==> src/hrkeg_pkg.sv <==
package hrkeg_pkg;

  localparam int SLOTS   = 6;
  localparam int STEPS   = 2 * SLOTS;
  localparam int SLOT_W  = $clog2(SLOTS);
  localparam int STEP_W  = $clog2(STEPS);
  localparam int QDEPTH  = 2;
  localparam int QPTR_W  = $clog2(QDEPTH);
  localparam int QCNT_W  = $clog2(QDEPTH + 1);
  localparam int CFG_IDX_W = 2;

  typedef logic [7:0]  code_t;
  typedef logic [31:0] tick_t;
  typedef logic [15:0] ticks16_t;

  localparam code_t CODE_EMPTY     = 8'd0;
  localparam code_t CODE_ROLLOVER  = 8'd1;
  localparam code_t CODE_POST_FAIL = 8'd2;

  localparam logic [CFG_IDX_W-1:0] CFG_HOLD_DELAY = 2'd0;
  localparam logic [CFG_IDX_W-1:0] CFG_HOLD_RATE  = 2'd1;

  typedef enum logic [2:0] {
    KIND_POST_FAIL = 3'd0,
    KIND_ROLLOVER  = 3'd1,
    KIND_DOWN      = 3'd2,
    KIND_HOLD      = 3'd3,
    KIND_UP        = 3'd4
  } event_kind_t;

  typedef enum logic [1:0] {
    B_IDLE,
    B_EVAL,
    B_SCAN
  } back_state_t;

  // one classified report as it travels from front to back
  typedef struct packed {
    code_t [SLOTS-1:0] cur;
    code_t [SLOTS-1:0] prev;
    tick_t             now;
    logic [SLOTS-1:0]  up_mask;
    logic [SLOTS-1:0]  keep_mask;
    logic [SLOTS-1:0]  down_mask;
    logic              err;
    event_kind_t       err_kind;
  } report_t;

endpackage

==> src/hrkeg_front.sv <==
module hrkeg_front (
  input  logic                                   clk,
  input  logic                                   rst_n,
  input  logic                                   in_valid,
  output logic                                   in_ready,
  input  hrkeg_pkg::code_t [hrkeg_pkg::SLOTS-1:0] codes,
  input  hrkeg_pkg::tick_t                       now_tick,
  input  logic                                   q_full,
  output logic                                   q_push,
  output hrkeg_pkg::report_t                     q_word
);
  import hrkeg_pkg::*;

  code_t [SLOTS-1:0] prev_r, prev_nxt;
  logic              err;
  event_kind_t       err_kind;
  logic [SLOTS-1:0]  present, seen;

  // first error slot wins: scan from the top so the lowest index lands last
  always_comb begin
    err      = 1'b0;
    err_kind = KIND_ROLLOVER;
    for (int i = SLOTS - 1; i >= 0; i--) begin
      if (codes[i] == CODE_POST_FAIL) begin
        err      = 1'b1;
        err_kind = KIND_POST_FAIL;
      end else if (codes[i] == CODE_ROLLOVER) begin
        err      = 1'b1;
        err_kind = KIND_ROLLOVER;
      end
    end
  end

  always_comb begin
    present = '0;
    seen    = '0;
    for (int i = 0; i < SLOTS; i++) begin
      for (int j = 0; j < SLOTS; j++) begin
        if (codes[j] == prev_r[i]) present[i] = 1'b1;
        if (prev_r[j] == codes[i]) seen[i] = 1'b1;
      end
    end
  end

  always_comb begin
    q_word.cur      = codes;
    q_word.prev     = prev_r;
    q_word.now      = now_tick;
    q_word.err      = err;
    q_word.err_kind = err_kind;
    for (int i = 0; i < SLOTS; i++) begin
      q_word.up_mask[i]   = (prev_r[i] != CODE_EMPTY) && !present[i];
      q_word.keep_mask[i] = (prev_r[i] != CODE_EMPTY) && present[i];
      q_word.down_mask[i] = (codes[i] != CODE_EMPTY) && !seen[i];
    end
  end

  assign in_ready = !q_full;
  assign q_push   = in_valid && !q_full;

  // error reports leave the previous report untouched
  assign prev_nxt = (q_push && !err) ? codes : prev_r;

  always_ff @(posedge clk) begin
    if (!rst_n) begin
      prev_r <= '0;
    end else begin
      prev_r <= prev_nxt;
    end
  end

endmodule

==> src/hrkeg_queue.sv <==
module hrkeg_queue (
  input  logic               clk,
  input  logic               rst_n,
  input  logic               push,
  input  hrkeg_pkg::report_t push_word,
  output logic               full,
  input  logic               pop,
  output logic               head_valid,
  output hrkeg_pkg::report_t head_word
);
  import hrkeg_pkg::*;

  report_t           mem_r [QDEPTH];
  logic [QPTR_W-1:0] wr_ptr_r, wr_ptr_nxt;
  logic [QPTR_W-1:0] rd_ptr_r, rd_ptr_nxt;
  logic [QCNT_W-1:0] count_r, count_nxt;
  logic              do_pop;

  assign full       = (count_r == QCNT_W'(QDEPTH));
  assign head_valid = (count_r != '0);
  assign head_word  = mem_r[rd_ptr_r];
  assign do_pop     = pop && head_valid;

  always_comb begin
    wr_ptr_nxt = wr_ptr_r;
    rd_ptr_nxt = rd_ptr_r;
    count_nxt  = count_r;
    if (push) begin
      wr_ptr_nxt = (wr_ptr_r == QPTR_W'(QDEPTH - 1)) ? '0 : wr_ptr_r + 1'b1;
    end
    if (do_pop) begin
      rd_ptr_nxt = (rd_ptr_r == QPTR_W'(QDEPTH - 1)) ? '0 : rd_ptr_r + 1'b1;
    end
    case ({push, do_pop})
      2'b10:   count_nxt = count_r + 1'b1;
      2'b01:   count_nxt = count_r - 1'b1;
      default: count_nxt = count_r;
    endcase
  end

  always_ff @(posedge clk) begin
    if (push) begin
      mem_r[wr_ptr_r] <= push_word;
    end
  end

  always_ff @(posedge clk) begin
    if (!rst_n) begin
      wr_ptr_r <= '0;
      rd_ptr_r <= '0;
      count_r  <= '0;
    end else begin
      wr_ptr_r <= wr_ptr_nxt;
      rd_ptr_r <= rd_ptr_nxt;
      count_r  <= count_nxt;
    end
  end

endmodule

==> src/hrkeg_back.sv <==
module hrkeg_back (
  input  logic                                  clk,
  input  logic                                  rst_n,
  input  logic                                  cfg_we,
  input  logic [hrkeg_pkg::CFG_IDX_W-1:0]       cfg_index,
  input  hrkeg_pkg::ticks16_t                   cfg_data,
  input  logic                                  head_valid,
  input  hrkeg_pkg::report_t                    head_word,
  output logic                                  pop,
  output logic                                  out_valid,
  input  logic                                  out_ready,
  output logic [2:0]                            out_event_kind,
  output hrkeg_pkg::code_t                      out_event_code,
  output logic                                  out_last_of_report
);
  import hrkeg_pkg::*;

  back_state_t        state_r, state_nxt;
  logic [STEP_W-1:0]  step_r, step_nxt;
  logic [SLOTS-1:0]   hold_mask_r, hold_mask_nxt;
  ticks16_t           hold_delay_r, hold_rate_r;
  tick_t              press_r [SLOTS];
  ticks16_t           cd_r [SLOTS];
  code_t              remembered_r [SLOTS];

  logic               out_valid_r;
  event_kind_t        out_kind_r;
  code_t              out_code_r;
  logic               out_last_r;

  logic               out_free;
  logic [STEPS-1:0]   ev_mask;
  logic               step_ev, later_ev, last_step;
  logic [SLOT_W-1:0]  slot;
  logic               in_prev_phase;
  logic               load;
  event_kind_t        load_kind;
  code_t              load_code;
  logic               load_last;
  logic               step_go;

  assign out_free      = !out_valid_r || out_ready;
  assign ev_mask       = {head_word.down_mask, head_word.up_mask | hold_mask_r};
  assign in_prev_phase = (step_r < STEP_W'(SLOTS));
  assign slot          = in_prev_phase ? step_r[SLOT_W-1:0]
                                       : SLOT_W'(step_r - STEP_W'(SLOTS));
  assign step_ev       = ev_mask[step_r];
  assign last_step     = (step_r == STEP_W'(STEPS - 1));

  always_comb begin
    later_ev = 1'b0;
    for (int j = 0; j < STEPS; j++) begin
      if (STEP_W'(j) > step_r) later_ev = later_ev | ev_mask[j];
    end
  end

  // hold check for every kept key, done once per report
  always_comb begin
    for (int i = 0; i < SLOTS; i++) begin
      hold_mask_nxt[i] = head_word.keep_mask[i] &&
                         ((head_word.now - press_r[i]) >= {16'd0, cd_r[i]});
    end
  end

  // next state
  always_comb begin
    state_nxt = state_r;
    step_nxt  = step_r;
    case (state_r)
      B_IDLE: begin
        if (head_valid) state_nxt = B_EVAL;
      end
      B_EVAL: begin
        step_nxt = '0;
        if (head_word.err) begin
          if (out_free) state_nxt = B_IDLE;
        end else begin
          state_nxt = B_SCAN;
        end
      end
      B_SCAN: begin
        if (!step_ev || out_free) begin
          if (last_step) state_nxt = B_IDLE;
          else           step_nxt  = step_r + 1'b1;
        end
      end
      default: state_nxt = B_IDLE;
    endcase
  end

  // outputs of the sequencer
  always_comb begin
    load      = 1'b0;
    pop       = 1'b0;
    step_go   = 1'b0;
    load_kind = KIND_UP;
    load_code = CODE_EMPTY;
    load_last = 1'b0;
    case (state_r)
      B_EVAL: begin
        if (head_word.err && out_free) begin
          load      = 1'b1;
          pop       = 1'b1;
          load_kind = head_word.err_kind;
          load_last = 1'b1;
        end
      end
      B_SCAN: begin
        step_go   = !step_ev || out_free;
        load      = step_ev && out_free;
        pop       = step_go && last_step;
        load_last = !later_ev;
        if (!in_prev_phase) begin
          load_kind = KIND_DOWN;
          load_code = head_word.cur[slot];
        end else if (head_word.up_mask[slot]) begin
          load_kind = KIND_UP;
          load_code = remembered_r[slot];
        end else begin
          load_kind = KIND_HOLD;
          load_code = head_word.prev[slot];
        end
      end
      default: begin
        load = 1'b0;
      end
    endcase
  end

  always_ff @(posedge clk) begin
    if (!rst_n) begin
      state_r      <= B_IDLE;
      step_r       <= '0;
      hold_mask_r  <= '0;
      hold_delay_r <= 16'd500;
      hold_rate_r  <= 16'd50;
      out_valid_r  <= 1'b0;
      for (int i = 0; i < SLOTS; i++) begin
        press_r[i]      <= '0;
        cd_r[i]         <= '0;
        remembered_r[i] <= CODE_EMPTY;
      end
    end else begin
      state_r <= state_nxt;
      step_r  <= step_nxt;
      if (state_r == B_EVAL) hold_mask_r <= hold_mask_nxt;
      if (cfg_we && cfg_index == CFG_HOLD_DELAY) hold_delay_r <= cfg_data;
      if (cfg_we && cfg_index == CFG_HOLD_RATE)  hold_rate_r  <= cfg_data;
      if (load)           out_valid_r <= 1'b1;
      else if (out_ready) out_valid_r <= 1'b0;
      if (load && state_r == B_SCAN && load_kind != KIND_UP) begin
        press_r[slot]      <= head_word.now;
        remembered_r[slot] <= load_code;
        cd_r[slot]         <= in_prev_phase ? hold_rate_r : hold_delay_r;
      end
    end
  end

  always_ff @(posedge clk) begin
    if (load) begin
      out_kind_r <= load_kind;
      out_code_r <= load_code;
      out_last_r <= load_last;
    end
  end

  assign out_valid          = out_valid_r;
  assign out_event_kind     = out_kind_r;
  assign out_event_code     = out_code_r;
  assign out_last_of_report = out_last_r;

  a_step_range: assert property (@(posedge clk) disable iff (!rst_n)
    state_r == B_SCAN |-> step_r <= STEP_W'(STEPS - 1))
    else $error("scan step out of range");

  a_pop_only_with_head: assert property (@(posedge clk) disable iff (!rst_n)
    pop |-> head_valid)
    else $error("pop without a queued report");

  a_error_single: assert property (@(posedge clk) disable iff (!rst_n)
    (state_r == B_EVAL && head_word.err && out_free) |=> state_r == B_IDLE)
    else $error("error report did not retire after one word");

  a_load_has_event: assert property (@(posedge clk) disable iff (!rst_n)
    (load && state_r == B_SCAN) |-> ev_mask[step_r])
    else $error("word emitted for a step without an event");

  a_no_load_while_full: assert property (@(posedge clk) disable iff (!rst_n)
    (out_valid_r && !out_ready) |-> !load)
    else $error("output register overwritten while stalled");

endmodule

==> src/hid_report_key_event_generator.sv <==
// Keyboard report differencer with key repeat. Each input word is one boot
// keyboard report (six key slots plus a tick count); the block emits a burst
// of key event words: one error word for a report that carries the rollover
// or post-fail code, otherwise up and hold words for the previous slots in
// order, then down words for the new slots, with last_of_report on the final
// word. A report with no events gives no words. The front end classifies a
// report in the cycle it is accepted and drops it into a two-entry queue; the
// report being walked stays at the head, so one more report can wait behind
// it while a burst drains. The back end picks up the queue head in its idle
// state, does the hold timing check in its eval state and then walks twelve
// slot steps, one per cycle, a step with an event waiting while the output
// stalls; an error report gets its word in the eval state. The output word is
// registered, so steps with no event move on while a word waits, and a new
// word loads in the cycle the old one is taken. hold_delay (index 0) and
// hold_rate (index 1) are written through the cfg port, other indexes ignored;
// the user writes them only while the block is idle, which it does not check.
module hid_report_key_event_generator (
  input  logic                                clk,
  input  logic                                rst_n,
  // configuration
  input  logic                                cfg_we,
  input  logic [hrkeg_pkg::CFG_IDX_W-1:0]     cfg_index,
  input  logic [15:0]                         cfg_data,
  // report words in
  input  logic                                in_valid,
  output logic                                in_ready,
  input  logic [7:0]                          in_slot0_code,
  input  logic [7:0]                          in_slot1_code,
  input  logic [7:0]                          in_slot2_code,
  input  logic [7:0]                          in_slot3_code,
  input  logic [7:0]                          in_slot4_code,
  input  logic [7:0]                          in_slot5_code,
  input  logic [31:0]                         in_now_tick,
  // event words out
  output logic                                out_valid,
  input  logic                                out_ready,
  output logic [2:0]                          out_event_kind,
  output logic [7:0]                          out_event_code,
  output logic                                out_last_of_report
);
  import hrkeg_pkg::*;

  code_t [SLOTS-1:0] codes;
  logic              q_full, q_push, q_pop, head_valid;
  report_t           push_word, head_word;

  // slot ports gathered into one vector, slot 0 lowest
  assign codes = {in_slot5_code, in_slot4_code, in_slot3_code,
                  in_slot2_code, in_slot1_code, in_slot0_code};

  // classify and track the previous report
  hrkeg_front u_front (
    .clk      (clk),
    .rst_n    (rst_n),
    .in_valid (in_valid),
    .in_ready (in_ready),
    .codes    (codes),
    .now_tick (in_now_tick),
    .q_full   (q_full),
    .q_push   (q_push),
    .q_word   (push_word)
  );

  // short buffer so front and back stall independently
  hrkeg_queue u_queue (
    .clk        (clk),
    .rst_n      (rst_n),
    .push       (q_push),
    .push_word  (push_word),
    .full       (q_full),
    .pop        (q_pop),
    .head_valid (head_valid),
    .head_word  (head_word)
  );

  // per-slot timing state and the event sequencer
  hrkeg_back u_back (
    .clk                (clk),
    .rst_n              (rst_n),
    .cfg_we             (cfg_we),
    .cfg_index          (cfg_index),
    .cfg_data           (cfg_data),
    .head_valid         (head_valid),
    .head_word          (head_word),
    .pop                (q_pop),
    .out_valid          (out_valid),
    .out_ready          (out_ready),
    .out_event_kind     (out_event_kind),
    .out_event_code     (out_event_code),
    .out_last_of_report (out_last_of_report)
  );

endmodule

==> config.mk <==
export PLATFORM = sky130hd
export DESIGN_NAME = hid_report_key_event_generator
export DESIGN_NICKNAME = d
export VERILOG_FILES = /design/src/hrkeg_pkg.sv /design/src/hrkeg_front.sv /design/src/hrkeg_queue.sv /design/src/hrkeg_back.sv /design/src/hid_report_key_event_generator.sv
export SDC_FILE = /design/constraint.sdc
export NUM_CORES = 2
export LEC_CHECK = 0
export CAP_MARGIN = 0
export CORE_ASPECT_RATIO = 0.75
export CORE_MARGIN = 2
export CORE_UTILIZATION = 40
export DETAILED_ROUTE_END_ITERATION = 10
export DONT_BUFFER_PORTS = 1
export SYNTH_ARGS = -nofsm -noshare
export SYNTH_HDL_FRONTEND = slang
export SYNTH_SLANG_ARGS = --single-unit
==> constraint.sdc <==
create_clock -name clk -period 9.8 [get_ports clk]
set_input_delay 1.96 -clock clk [delete_from_list [all_inputs] [get_ports clk]]
set_output_delay 1.96 -clock clk [all_outputs]
set_load 0.05 [all_outputs]
-- Word level (Yosys, flattened, before mapping)
Memory sizes are Yosys's and may differ from the RTL's. A register that Yosys moved wholly into a read port is not among the register bits.
Cells that the tools add are included.
- memories kept: 4
- latch bits: 0
- memory bits (read-only): 0
- logic and storage cells: 399
- RAM bits: 636
- register bits: 109
- output and inout port bits: 14
- memories (name ; words ; bits a word ; read ports ; clocked after Yosys merged registers in ; wr ports ; RTL line ; RTL):
    u_queue.mem_r ; 2 ; 150 ; 1 ; 1 ; 1 ; hrkeg_queue.sv:13 ; report_t mem_r [QDEPTH];
    u_back.press_r ; 6 ; 32 ; 6 ; 0 ; 6 ; hrkeg_back.sv:22 ; tick_t press_r [SLOTS];
    u_back.cd_r ; 6 ; 16 ; 6 ; 0 ; 6 ; hrkeg_back.sv:23 ; ticks16_t cd_r [SLOTS];
    u_back.remembered_r ; 6 ; 8 ; 1 ; 0 ; 6 ; hrkeg_back.sv:24 ; code_t remembered_r [SLOTS];
- multiplexer cells: 159
- shifts and indexed selects: 0
- equality and inequality tests: 97
- $add $sub $neg: 12
- magnitude comparators: 21
- reductions and logical operators: 76
- div/mod/pow operators: 0
- multipliers: 0
- bitwise logic cells: 12
- operator list (kind ; number):
    == test 8 bit ; 72
    >= comparator 32 x 16 -> 1 bit ; 6
    subtractor 32 bit ; 6
    two-way mux 1 bit ; 116
    nonzero test 8 bit ; 12
    binary-select mux 8 bit (select 3 bit) ; 2
    == test 8 x 1 -> 1 bit, second input constant ; 6
    == test 8 x 2 -> 1 bit, second input constant ; 6
    two-way mux 3 bit ; 16
    two-way mux 8 bit ; 6
    logical AND 1 bit ; 34
    two-way mux 16 bit ; 2
    two-way mux 32 bit ; 1
    OR reduction 32 bit ; 1
    logical NOT 1 bit ; 17
    > comparator 3 x 4 -> 1 bit, first input constant ; 4
    > comparator 4 bit, first input constant ; 4
    OR reduction 16 bit ; 1
    OR 1 bit ; 11
    two-way mux 2 bit ; 5
    > comparator 1 x 4 -> 1 bit, first input constant ; 2
    > comparator 2 x 4 -> 1 bit, first input constant ; 2
    two-way mux 4 bit ; 2
    case mux 4 bit (2 select lines) ; 1
    other kinds (27) ; 42

-- Logic depth before layout (Yosys ltp)
- depth after elaboration: 26
- mapped depth: 28

-- By module
A second synthesis with hierarchy kept.
- cell total of the unflattened synthesis: 4630
- area, all modules: 47898.4 sq um
- modules (own cells, without submodules) (module ; times used ; seq. area each (sq um) ; cells each ; area an instance (sq um)):
    hrkeg_back ; 1 ; 11831.3 ; 3242 ; 29977.5
    hrkeg_queue ; 1 ; 9108.7 ; 490 ; 11115.7
    hrkeg_front ; 1 ; 960.9 ; 898 ; 6805.3

-- Worst setup path before layout
No wires, ideal clock.
- kind: input port to flip-flop
- start point: input in_valid
- end point: memory u_queue.mem_r[0][0] (netlist bit) (enable)
- stages: 2
- path buffers: 0
- required time: 9.140 ns
- arrival time: 8.240 ns
- library setup time: 0.660 ns
- setup slack: 0.900 ns
- path through: nand2_1 -> nor2_1
- longest elaborated chain between the ends: 3
- RTL lines (what ; RTL line ; RTL):
    from (decl) ; hid_report_key_event_generator.sv:25 ; input logic in_valid,
    logical AND 1 bit ; hrkeg_front.sv:59 ; assign q_push = in_valid && !q_full;
    two-way mux 1 bit ; hrkeg_queue.sv:42 ; if (push) begin
    two-way mux 1 bit (implied by the code) ; hrkeg_queue.sv:43 ; mem_r[wr_ptr_r] <= push_word;
    to (decl) ; hrkeg_queue.sv:13 ;
No other way between the ends.

==> metrics.csv <==
metric,value,unit
gp_congestion,0.939,
synthDistinctLibCells,88,
numCtsBuffers,82,
drt_drc_violations_left,0,
p_sw_share,30.8,%
timing.fmax,0.142,GHz
antenna_left,0,
maxCapViolCount,0,
nFillCells,10948,
grt_use_total,23.3,%
grt_max_degree,112,
tns,0,ns
die_h,299,µm
criticalPathCategory,reg -> reg,
initial_core_util,40.3,%
vdd_ir_drop_max,120,µV
power.density,183,mW/mm²
synth_top_area_cell,edfxtp_1,
synthFlopType,edfxtp_1,
p_comb_share,22.8,%
yosysMostFrequentCell,edfxtp_1,
synthCells,4482,
power_frac_clock,35.6,%
grt_pass1_vias,31215,
grt-ovfl-total,0,
hold_buffers,0,
rsz0062_at_grt,no,
placed_area,0.0479,mm²
vias,34190,
finalNonFillerCells,5986,
core_area,0.115,mm²
yosys_register_bits,758,
ys_seq_area_share,46.9,%
placedCellCount,5835,
cp.required,10.38,ns
synth_top_cell_area_share,42.7,%
io_buffers,0,
hold_viol,0,
critical_path.slowest_cell,dfxtp_4,
via_per_inst,5.71,
crit_family,compound AO/OA/AOI/OAI gates,
syn_area,0.0465,mm²
cts_tree,done,
rows,108,
period_share,71.8,%
layout-drive-gt1-share,7.26,%
critPathCaptureType,flip-flop,
post-dp-hpwl,102,mm
slew_headroom,16.7,%
final_cell_area,0.0507,mm²
worstMarginPinSlew,1.22,ns
clk_latency,0.70,ns
antenna_found_initial,4,
crit_chain,mux2i_1 > inv_1 > ha_1 > nor2b_1 > o31a_1 > o41ai_1 > o2111a_1 > nor2_1 > xor2_1 > ha_1 > a21oi_1 > nor2b_1 > o21ai_0 > nand4_1 > nor4_1 > o31ai_1 > or4b_1 > a2111o_1 > nor4_1 > nor3_1,
synth_edf_count,660,
fin_crit,7.04,ns
synthTopCellsByCount,"edfxtp_1, nor2_1, inv_1",
p_switching,2.87,mW
worst-path-buf-inv,1,
cts.sinks,758,
wl,141,mm
max_stage_delay,0.89,ns
finClkSkew,0.0484,ns
fp.dieW,398,µm
synth_nets,4883,
start_kind,flip-flop,
dieArea,0.119,mm²
clkSlewWorstSetupHoldPaths,0.07,ns
layout.nets,4780,
syn_avg_cell_area,10.4,µm²
leakage,19.9,nW
critPathMaxFanout,33,
htreeDepth,3,
outcome,completed,
io_pins,117,
yosys_warnings,0,
cts-root-buf,clkbuf_16,
n_antenna_cell,0,
power,9.30,mW
critPathArrivalTime,7.62,ns
synthTopCellsByArea,"edfxtp_1, ha_1, xor2_1",
routedWlPerCell,23.6,µm
drtPass1Iterations,6,
cts-resized-gates,0,
seq_power_share,41.6,%
cts.path.max_buffers,3,
cts_setup_buffers,0,
final-setup-viol-count,0,
min_path_type,reg -> reg,
grt_pass1_wl,209,mm
drv_slew,0,
p_int,6.43,mW
dr.first_iter.drc_count,4016,
async_flop_share,0,%
area_delta_synth_final,9.20,%
[power groups by stage]
stage	clock, mW	combinational (mW)	sequential (mW)
6_report	3.31	2.12	3.87
4_1_cts	3.37	2.08	3.87
3_5_place_dp	0	2.06	3.94
5_1_grt	3.49	2.32	3.89
3_3_place_gp	0	2.06	3.93
2_1_floorplan	0	1.54	3.86
[flip-flops by register name, indices dropped and copies added (netlist names), named ones only]
name	cells
u_queue.mem_r	296
u_back.press_r	192
u_back.cd_r	96
u_back.remembered_r	64
u_front.q_word	48
u_back.hold_delay_r	16
u_back.hold_rate_r	16
u_back.out_event_code	8
u_back.hold_mask_r	6
u_back.step_r	4
u_back.out_event_kind	3
u_back.state_r	2
u_queue.count_r	2
u_back.out_last_of_report	1
u_back.out_valid	1
u_queue.rd_ptr_r	1
u_queue.wr_ptr_r	1
[cells by family (layout without fill, tap and decap cells)]
| kind of cell | count (synthesis) | count (layout) | synth area share [%] |
|---|---|---|---|
| fa+ha+maj | 298 | 298 | 8.12 |
| xor+xnor | 406 | 406 | 7.65 |
| buf+inv | 631 | 595 | 5.51 |
| mux | 222 | 222 | 6.67 |
| flops | 758 | 758 | 46.9 |
| compound gates | 802 | 802 | 11.4 |
| simple gates | 1365 | 1365 | 13.8 |
[path summary, 6_finish.rpt]
path,startpoint,to,slack [ns],cells past startpoint
worst max-delay path,flip-flop,u_back.hold_mask_r[0]$_SDFFE_PN0P_,2.76,20
worst min-delay path,u_back.hold_delay_r[12]$_SDFFE_PN0P_,u_back.hold_delay_r[12]$_SDFFE_PN0P_,0.46,2
worst max register to register,flip-flop,u_back.hold_mask_r[0]$_SDFFE_PN0P_,2.76,20
worst min register to register,u_back.hold_delay_r[12]$_SDFFE_PN0P_,u_back.hold_delay_r[12]$_SDFFE_PN0P_,0.46,2
[cells in the final DEF (no fill, tap or decap), drive strengths merged, types with 68 or more instances in the layout]
master    n
mux2i   138
nand2   319
edfxtp  660
inv     389
dfxtp    98
ha      292
clkbuf  104
a21oi   204
nand3    80
a21o     88
nor2    512
mux4     68
nor2b    93
xnor2   118
nor4     92
o21ai   173
xor2    288
[routing by layer]
metal	up-vias	GRT usage, %	part of all wire [%]
met5	-	0	0.019
met4	4	4.69	1.9
met3	170	4.85	9.6
met2	1424	30.2	38
met1	16761	38.7	50
li1	15831	-	-
[worst register-to-register path: stages (launching register included)]
cell and delay (ns):
dfxtp_4 0.89, mux2i_1 0.55, inv_1 0.41, ha_1 0.39
nor2b_1 0.14, o31a_1 0.28, o41ai_1 0.83, o2111a_1 0.44
nor2_1 0.14, xor2_1 0.16, ha_1 0.32, a21oi_1 0.13
nor2b_1 0.06, o21ai_0 0.24, nand4_1 0.13, nor4_1 0.39
o31ai_1 0.14, or4b_1 0.54, a2111o_1 0.41, nor4_1 0.27
nor3_1 0.08
[stage by stage]
stage          setup WS (ns)  util, %  hold slack (ns)
3_3_place_gp            3.19     41.5            0.451
6_report                2.76     44.0            0.465
5_1_grt                 2.38     44.0            0.483
4_1_cts                 2.98     44.0            0.465
3_5_place_dp            3.04     41.5            0.456
2_1_floorplan          0.900        -            0.424
[area by class of cell]
type / instances / area (µm²) / area share, %
Multi-Input combinational cell: 3093 / 22300 / 43.9
Inverter: 386 / 1450 / 2.86
Sequential cell: 758 / 21800 / 42.9
Timing Repair Buffer: 58 / 435 / 0.858
Clock inverter: 47 / 666 / 1.31
Clock buffer: 104 / 2200 / 4.35
Tap cell: 1540 / 1930 / 3.80
(Power assumes the default switching activity.)
